**src/hw/rtl/i2cbs_pkg.sv**
```systemverilog
// shared types, phase codes and register indexes for the i2c master bit sequencer
// no dependencies
package i2cbs_pkg;

	// sequencer phases
	localparam logic [4:0] PH_IDLE = 5'd0;
	localparam logic [4:0] PH_S1   = 5'd1;
	localparam logic [4:0] PH_S2   = 5'd2;
	localparam logic [4:0] PH_P1   = 5'd3;
	localparam logic [4:0] PH_P2   = 5'd4;
	localparam logic [4:0] PH_A1   = 5'd5;
	localparam logic [4:0] PH_A2   = 5'd6;
	localparam logic [4:0] PH_A3   = 5'd7;
	localparam logic [4:0] PH_W1   = 5'd8;
	localparam logic [4:0] PH_W2   = 5'd9;
	localparam logic [4:0] PH_W3   = 5'd10;
	localparam logic [4:0] PH_R1   = 5'd11;
	localparam logic [4:0] PH_R2   = 5'd12;
	localparam logic [4:0] PH_K1   = 5'd13;
	localparam logic [4:0] PH_K2   = 5'd14;

	// operation codes
	localparam logic [2:0] OP_NONE  = 3'd0;
	localparam logic [2:0] OP_START = 3'd1;
	localparam logic [2:0] OP_STOP  = 3'd2;
	localparam logic [2:0] OP_WRITE = 3'd3;
	localparam logic [2:0] OP_WACK  = 3'd4;
	localparam logic [2:0] OP_READ  = 3'd5;

	// configuration register indexes
	localparam logic REG_TICKS_PER_US = 1'b0;
	localparam logic REG_ACK_TIMEOUT  = 1'b1;

	// register reset values
	localparam logic [15:0] TICKS_PER_US_RST = 16'd40;
	localparam logic [7:0]  ACK_TIMEOUT_RST  = 8'd250;

	// bits per byte
	localparam logic [3:0] BYTE_BITS = 4'd8;

	typedef struct packed {
		logic [2:0] operation;
		logic [7:0] write_data;
		logic       send_ack;
		logic       sda_sample;
	} cmd_t;

	typedef struct packed {
		logic       scl_level;
		logic       sda_drive_enable;
		logic       sda_level;
		logic       busy_res;
		logic       done_res;
		logic [7:0] read_data;
		logic       ack_failed;
	} res_t;

	typedef struct packed {
		logic [4:0]  phase;
		logic [7:0]  shift_byte;
		logic [3:0]  bit_count;
		logic [18:0] delay_count;
		logic [7:0]  ack_wait_count;
		logic        ack_choice;
		logic        scl;
		logic        drv;
		logic        lvl;
		logic        ack_fail;
		logic [7:0]  rx_byte;
	} state_t;

	// sequencer state after reset: idle, scl high, sda released high
	localparam state_t STATE_RST = '{phase: PH_IDLE, shift_byte: 8'd0, bit_count: 4'd0,
		delay_count: 19'd0, ack_wait_count: 8'd0, ack_choice: 1'b0, scl: 1'b1,
		drv: 1'b0, lvl: 1'b1, ack_fail: 1'b0, rx_byte: 8'd0};

endpackage

```
**src/hw/rtl/i2c_master_bit_sequencer.sv**
```systemverilog
// i2c master bit sequencer: an accepted item waits in the input register until the
// result register is free, then moves into it and is shown as the result
// throughput one item per cycle unless the output stalls; an input register and a
// result register around a single pass of the tick logic in i2cbs_step
// reset is asynchronous: lines at scl high with sda released high, sequencer idle,
// registers back to 40 ticks per microsecond and a timeout of 250
module i2c_master_bit_sequencer (
	input  logic              clk,
	input  logic              arst_n,
	input  logic              cmd_valid,
	output logic              cmd_ready,
	input  i2cbs_pkg::cmd_t   cmd,
	output logic              res_valid,
	input  logic              res_ready,
	output i2cbs_pkg::res_t   res,
	input  logic              cfg_valid,
	output logic              cfg_ready,
	input  logic              cfg_index,
	input  logic [15:0]       cfg_data
);

	i2cbs_pkg::cmd_t   cmd_s1;
	logic              valid_s1;
	i2cbs_pkg::state_t state_q;
	i2cbs_pkg::state_t state_next;
	i2cbs_pkg::res_t   res_next;
	i2cbs_pkg::res_t   res_q;
	logic              res_valid_q;
	logic [15:0]       ticks_per_us_q;
	logic [7:0]        ack_timeout_q;
	logic              advance;

	// handshake: move the held item on whenever the result register is free
	assign advance = valid_s1 && (!res_valid_q || res_ready);
	assign cmd_ready = !valid_s1 || advance;
	assign cfg_ready = 1'b1;
	assign res_valid = res_valid_q;
	assign res = res_q;

	// configuration registers
	always_ff @(posedge clk or negedge arst_n) begin
		if (!arst_n) begin
			ticks_per_us_q <= i2cbs_pkg::TICKS_PER_US_RST;
			ack_timeout_q <= i2cbs_pkg::ACK_TIMEOUT_RST;
		end else if (cfg_valid) begin
			if (cfg_index == i2cbs_pkg::REG_TICKS_PER_US) begin
				ticks_per_us_q <= cfg_data;
			end else begin
				ack_timeout_q <= cfg_data[7:0];
			end
		end
	end

	// input register
	always_ff @(posedge clk or negedge arst_n) begin
		if (!arst_n) begin
			valid_s1 <= 1'b0;
		end else if (cmd_ready) begin
			valid_s1 <= cmd_valid;
		end
	end

	always_ff @(posedge clk) begin
		if (cmd_ready && cmd_valid) begin
			cmd_s1 <= cmd;
		end
	end

	i2cbs_step u_step (
		.st           (state_q),
		.cmd          (cmd_s1),
		.ticks_per_us (ticks_per_us_q),
		.ack_timeout  (ack_timeout_q),
		.st_next      (state_next),
		.res          (res_next)
	);

	// sequencer state, stepped once per item
	always_ff @(posedge clk or negedge arst_n) begin
		if (!arst_n) begin
			state_q <= i2cbs_pkg::STATE_RST;
		end else if (advance) begin
			state_q <= state_next;
		end
	end

	// result register
	always_ff @(posedge clk or negedge arst_n) begin
		if (!arst_n) begin
			res_valid_q <= 1'b0;
		end else if (advance) begin
			res_valid_q <= 1'b1;
		end else if (res_ready) begin
			res_valid_q <= 1'b0;
		end
	end

	always_ff @(posedge clk) begin
		if (advance) begin
			res_q <= res_next;
		end
	end

endmodule

```
**src/hw/rtl/i2cbs_step.sv**
```systemverilog
// next-state and result logic for one tick of the i2c master bit sequencer
// depends on i2cbs_pkg
module i2cbs_step (
	input  i2cbs_pkg::state_t st,
	input  i2cbs_pkg::cmd_t   cmd,
	input  logic [15:0]       ticks_per_us,
	input  logic [7:0]        ack_timeout,
	output i2cbs_pkg::state_t st_next,
	output i2cbs_pkg::res_t   res
);

	logic [15:0] tick_unit;
	logic [18:0] dly1, dly2, dly4;
	logic [18:0] dc;
	logic [3:0]  bc;
	logic        done;

	// phase lengths of one, two and four microseconds
	assign tick_unit = (ticks_per_us == 16'd0) ? 16'd1 : ticks_per_us;
	assign dly1 = {3'b000, tick_unit};
	assign dly2 = {2'b00, tick_unit, 1'b0};
	assign dly4 = {1'b0, tick_unit, 2'b00};
	assign dc = (st.delay_count != 19'd0) ? st.delay_count - 19'd1 : 19'd0;
	assign bc = st.bit_count + 4'd1;

	// phase sequencing
	always_comb begin
		st_next = st;
		done = 1'b0;
		if (st.phase == i2cbs_pkg::PH_IDLE) begin
			case (cmd.operation)
				i2cbs_pkg::OP_START: begin
					st_next.phase = i2cbs_pkg::PH_S1;
					st_next.delay_count = dly4;
					st_next.scl = 1'b1;
					st_next.drv = 1'b1;
					st_next.lvl = 1'b1;
				end
				i2cbs_pkg::OP_STOP: begin
					st_next.phase = i2cbs_pkg::PH_P1;
					st_next.delay_count = dly4;
					st_next.scl = 1'b0;
					st_next.drv = 1'b1;
					st_next.lvl = 1'b0;
				end
				i2cbs_pkg::OP_WRITE: begin
					st_next.shift_byte = cmd.write_data;
					st_next.bit_count = 4'd0;
					st_next.phase = i2cbs_pkg::PH_W1;
					st_next.delay_count = dly2;
					st_next.scl = 1'b0;
					st_next.drv = 1'b1;
					st_next.lvl = cmd.write_data[7];
				end
				i2cbs_pkg::OP_WACK: begin
					st_next.ack_fail = 1'b0;
					st_next.ack_wait_count = 8'd0;
					st_next.phase = i2cbs_pkg::PH_A1;
					st_next.delay_count = dly1;
					st_next.drv = 1'b0;
					st_next.lvl = 1'b1;
				end
				i2cbs_pkg::OP_READ: begin
					st_next.ack_choice = cmd.send_ack;
					st_next.bit_count = 4'd0;
					st_next.shift_byte = 8'd0;
					st_next.phase = i2cbs_pkg::PH_R1;
					st_next.delay_count = dly2;
					st_next.scl = 1'b0;
					st_next.drv = 1'b0;
				end
				default: begin
				end
			endcase
		end else if (st.phase == i2cbs_pkg::PH_A3) begin
			// acknowledge polling
			if (!cmd.sda_sample) begin
				st_next.scl = 1'b0;
				st_next.phase = i2cbs_pkg::PH_IDLE;
				done = 1'b1;
			end else if (st.ack_wait_count == ack_timeout) begin
				st_next.ack_fail = 1'b1;
				st_next.phase = i2cbs_pkg::PH_P1;
				st_next.delay_count = dly4;
				st_next.scl = 1'b0;
				st_next.drv = 1'b1;
				st_next.lvl = 1'b0;
			end else begin
				st_next.ack_wait_count = st.ack_wait_count + 8'd1;
			end
		end else begin
			st_next.delay_count = dc;
			if (dc == 19'd0) begin
				case (st.phase)
					i2cbs_pkg::PH_S1: begin
						st_next.phase = i2cbs_pkg::PH_S2;
						st_next.delay_count = dly4;
						st_next.scl = 1'b1;
						st_next.drv = 1'b1;
						st_next.lvl = 1'b0;
					end
					i2cbs_pkg::PH_S2, i2cbs_pkg::PH_K2: begin
						st_next.scl = 1'b0;
						st_next.phase = i2cbs_pkg::PH_IDLE;
						done = 1'b1;
					end
					i2cbs_pkg::PH_P1: begin
						st_next.phase = i2cbs_pkg::PH_P2;
						st_next.delay_count = dly4;
						st_next.scl = 1'b1;
						st_next.drv = 1'b1;
						st_next.lvl = 1'b1;
					end
					i2cbs_pkg::PH_P2: begin
						st_next.phase = i2cbs_pkg::PH_IDLE;
						done = 1'b1;
					end
					i2cbs_pkg::PH_A1: begin
						st_next.phase = i2cbs_pkg::PH_A2;
						st_next.delay_count = dly1;
						st_next.scl = 1'b1;
						st_next.drv = 1'b0;
						st_next.lvl = 1'b1;
					end
					i2cbs_pkg::PH_A2: begin
						st_next.phase = i2cbs_pkg::PH_A3;
						st_next.ack_wait_count = 8'd0;
					end
					i2cbs_pkg::PH_W1: begin
						st_next.phase = i2cbs_pkg::PH_W2;
						st_next.delay_count = dly2;
						st_next.scl = 1'b1;
						st_next.drv = 1'b1;
					end
					i2cbs_pkg::PH_W2: begin
						st_next.phase = i2cbs_pkg::PH_W3;
						st_next.delay_count = dly2;
						st_next.scl = 1'b0;
						st_next.drv = 1'b1;
					end
					i2cbs_pkg::PH_W3: begin
						st_next.bit_count = bc;
						if (bc >= i2cbs_pkg::BYTE_BITS) begin
							st_next.scl = 1'b0;
							st_next.phase = i2cbs_pkg::PH_IDLE;
							done = 1'b1;
						end else begin
							st_next.shift_byte = {st.shift_byte[6:0], 1'b0};
							st_next.phase = i2cbs_pkg::PH_W1;
							st_next.delay_count = dly2;
							st_next.scl = 1'b0;
							st_next.drv = 1'b1;
							st_next.lvl = st.shift_byte[6];
						end
					end
					i2cbs_pkg::PH_R1: begin
						// sample sda as scl rises
						st_next.phase = i2cbs_pkg::PH_R2;
						st_next.delay_count = dly1;
						st_next.scl = 1'b1;
						st_next.drv = 1'b0;
						st_next.shift_byte = {st.shift_byte[6:0], cmd.sda_sample};
					end
					i2cbs_pkg::PH_R2: begin
						st_next.bit_count = bc;
						st_next.delay_count = dly2;
						st_next.scl = 1'b0;
						if (bc >= i2cbs_pkg::BYTE_BITS) begin
							st_next.rx_byte = st.shift_byte;
							st_next.phase = i2cbs_pkg::PH_K1;
							st_next.drv = 1'b1;
							st_next.lvl = !st.ack_choice;
						end else begin
							st_next.phase = i2cbs_pkg::PH_R1;
							st_next.drv = 1'b0;
						end
					end
					i2cbs_pkg::PH_K1: begin
						st_next.phase = i2cbs_pkg::PH_K2;
						st_next.delay_count = dly2;
						st_next.scl = 1'b1;
						st_next.drv = 1'b1;
					end
					default: begin
						st_next.phase = i2cbs_pkg::PH_IDLE;
					end
				endcase
			end
		end
	end

	// result shows the lines after this tick
	assign res.scl_level = st_next.scl;
	assign res.sda_drive_enable = st_next.drv;
	assign res.sda_level = st_next.lvl;
	assign res.busy_res = (st_next.phase != i2cbs_pkg::PH_IDLE);
	assign res.done_res = done;
	assign res.read_data = st_next.rx_byte;
	assign res.ack_failed = st_next.ack_fail;

endmodule

```
**config.mk**
```make
export PLATFORM = sky130hd
export DESIGN_NAME = i2c_master_bit_sequencer
export DESIGN_NICKNAME = d
export VERILOG_FILES = /design/src/hw/rtl/i2cbs_pkg.sv /design/src/hw/rtl/i2c_master_bit_sequencer.sv /design/src/hw/rtl/i2cbs_step.sv
export SDC_FILE = /design/constraint.sdc
export NUM_CORES = 1
export LEC_CHECK = 0
export BUFFER_PORTS_ARGS = -buffer_cell sky130_fd_sc_hd__buf_2
export CORE_MARGIN = 2
export CORE_UTILIZATION = 35
export DETAILED_ROUTE_END_ITERATION = 12
export PLACE_DENSITY = 0.53
export SLEW_MARGIN = 20
export SYNTH_ARGS = -nofsm -noshare
export SYNTH_HDL_FRONTEND = slang
export SYNTH_HIERARCHICAL = 1
export SYNTH_SLANG_ARGS = --single-unit
```
**constraint.sdc**
```tcl
create_clock -name clk -period 4.05 [get_ports clk]
set_input_delay 0.81 -clock clk [delete_from_list [all_inputs] [get_ports clk]]
set_output_delay 0.81 -clock clk [all_outputs]
set_load 0.01 [all_outputs]
```
==> run metrics <==
status completed; EDFF count, synth 27; crit share post-route 90.2%; Inserted Clock Buffers 9; final setup skew 19.7 ps; CP bufs+invs 1; Vias/cell 5.98; mux cell area share after synthesis 16.3%; Synth Area in XOR/XNOR 2.50%; worst skew pair latency 370 ps; core area 22,600 um2; reg2reg setup slack 400 ps; sequential element share of the synthesized area 36.0%; GRT overflow 0; initial antenna violation count 0; Setup TNS 0 ps; Pins Over Slew Limit 0; Worst EP arrival 3910 ps; Mapped Nets 909; Worst path slowest cell nor4b_4; Post-synth top flop dfrtp_1; static leakage 3.56 nW; Gates resized, CTS repair 0; Post-CTS Repair Setup Buffers 0; Max Cap Viol 0; #FFs+latches synth 110; Initial DRC Count 601; post-synthesis cell area 8060 um2; Sinks on Clock Net 110; terminus of the critical flop-to-flop path state_q[45]; CTS tree done; maximum clock rate 274 MHz; Distinct cells, synth 79; largest family of logic cells by synthesized area compound AO/OA/AOI/OAI gates; DP HPWL 17.0 mm; share of cells above drive strength 1 24.4%; CP Max Fanout 11; first-pass GRT wire length 38.8 mm; Crit. End Element flip-flop; IO Port Bufs 50; # IOs 52; Mapped Avg Cell Area 9.28 um2; GRT Total Usage 20.4%; R2R cell count 11; Final Instance Count excl. Fillers 1,175; average wire per standard cell 20.6 um; largest net degree at the start of global routing 48; Final setup viols 0; CP peak stage delay 540 ps; max_slew headroom 47.6%; delay-heaviest family, CP simple AND/OR/NAND/NOR gates; WP data required 4300 ps; die footprint 24,300 um2; H-tree levels 3; DR DRC count 0; Synth Area in Adders 0.776%; most frequent cells in the layout nor2_1 (87), dfrtp_1 (73), mux2_2 (72), o21ai_0 (56), a21oi_1 (55); Final ANT Viol Nets 0; post-synthesis simple-gate area fraction 17.7%; vias in the first global route 6,611; area added between synthesis and finish 9.84%; cts hold-fix bufs 0; Crit Path Class reg2reg; Power Density 590 nW/um2; DR vias 7,028; worst-case clock buffer depth 2; Peak supply drop 0.000282 V; CTS clock-pin slew for the worst setup and hold paths 90 ps; Tmin final 3650 ps; Compound-Gate Fraction of Synth Area 21.1%; Tightest Pin Transition 786 ps; Fillers 2,285; Die Ht 156 um; Mapped Cells 869; crit path cell chain inv_1 -> ha_1 -> or3b_1 -> nor4b_1 -> o2111a_1 -> o211ai_1 -> o21ai_1 -> nor4b_4 -> nor2_1 -> a221o_1 -> mux2_4; fin nets 925; CP Launch Type flip-flop; TritonRoute pass-1 iters 8; GPL Wtd Cong 0.965; # placed instances 1,159; Clock Tree Root clkbuf_16; final hold vios 0; HP Class in2async; row count 55; Async S/R FF share, synth 75.5%; unrepaired setup endpoints after global routing no; Starting Density 35.6%; Routed WL 24.2 mm; diode count 0; Die X 156 um; Synth Warn # 6; FF-to-FF Start state_q[21]; most common cell after layout, fill and taps aside nor2_1
==> Yosys cell counts, types with 6 or more instances <==
cell type	n	area, um2
buf_4	15	113
mux2_4	19	285
a221o_1	7	70.1
clkbuf_1	42	158
a31oi_1	6	37.5
xor2_1	9	78.8
o21ai_0	56	280
nor3_1	24	120
dfrtp_1	73	1830
edfxtp_1	27	811
nor2b_1	19	119
buf_2	10	50.1
xnor2_1	14	123
a211oi_1	13	97.6
o211ai_1	18	135
nor4_1	6	37.5
nand2b_1	11	68.8
nand4_1	10	62.6
and3_1	10	62.6
dfstp_2	10	263
mux2_2	72	811
mux2i_1	22	220
a21oi_1	55	275
nor2_1	88	330
o31ai_1	7	52.6
o22ai_1	6	37.5
inv_1	16	60.1
o2bb2ai_1	14	123
nand3_1	22	110
nand2_1	54	203
a222oi_1	14	140
==> report_power, final <==
part	internal [mW]	total (mW)	switching [mW]
Clock	0.442	0.932	0.490
Sequential	1.40	1.90	0.502
Combinational	1.10	2.39	1.29
Total	2.94	5.22	2.28
==> metal layers <==
metal / GRT usage, % / routed length, um
met1: 29.1 / 11300
met2: 32.5 / 11300
met3: 2.86 / 1230
met4: 5.29 / 398
met5: 0 / 0
==> cell type report <==
class / count / area, um2 / share of cell area (%)
clock buffer: 9 / 225 / 2.54
clock inverter: 7 / 90.1 / 1.02
inverter: 16 / 60.1 / 0.678
multi-input combinational: 667 / 4720 / 53.3
sequential: 110 / 2900 / 32.8
tap: 285 / 357 / 4.03
timing repair buffer: 81 / 498 / 5.62
==> cells by family after synthesis <==
| group | after synthesis |
|---|---|
| flip-flops | 110 |
| AO/OA/AOI/OAI | 247 |
| buffers and inverters | 92 |
| multiplexers | 113 |
| other | 1 |
| adder cells (fa/ha/maj) | 5 |
| XOR/XNOR | 23 |
| AND/OR/NAND/NOR | 278 |
==> state kept, by name, summed over array words and instances (netlist names) <==
signal          flops
ack_timeout_q       8
cmd_s1             13
res                14
res_valid           1
state_q            57
ticks_per_us_q     16
valid_s1            1
==> metrics by stage <==
step / setup slack [ps] / hold WS (ps) / power (mW) / instance area, um2 / utilization [%]
after floorplan: 738 / 474 / 3.59 / 8060 / -
after global placement: 498 / 481 / 4.27 / 8540 / 37.7
after detailed placement: 459 / 489 / 4.26 / 8540 / 37.7
after CTS: 441 / 499 / 5.21 / 8850 / 39.1
after global routing: 191 / 523 / 5.59 / 8850 / 39.1
final: 398 / 479 / 5.22 / 8850 / 39.1
==> how the worst max path moves through the flow <==
stage                startpoint          end  slack (ps)  depth (start not counted)
global placement    state_q[21]      res[10]         500                         11
CTS                 state_q[21]  state_q[45]         440                         11
finish              state_q[21]  state_q[45]         400                         11
floorplan           state_q[22]  state_q[10]         740                         14
detailed placement  state_q[21]  state_q[45]         460                         11
global route        state_q[21]  state_q[13]         190                         11
Power figures use the tool's default switching activity.
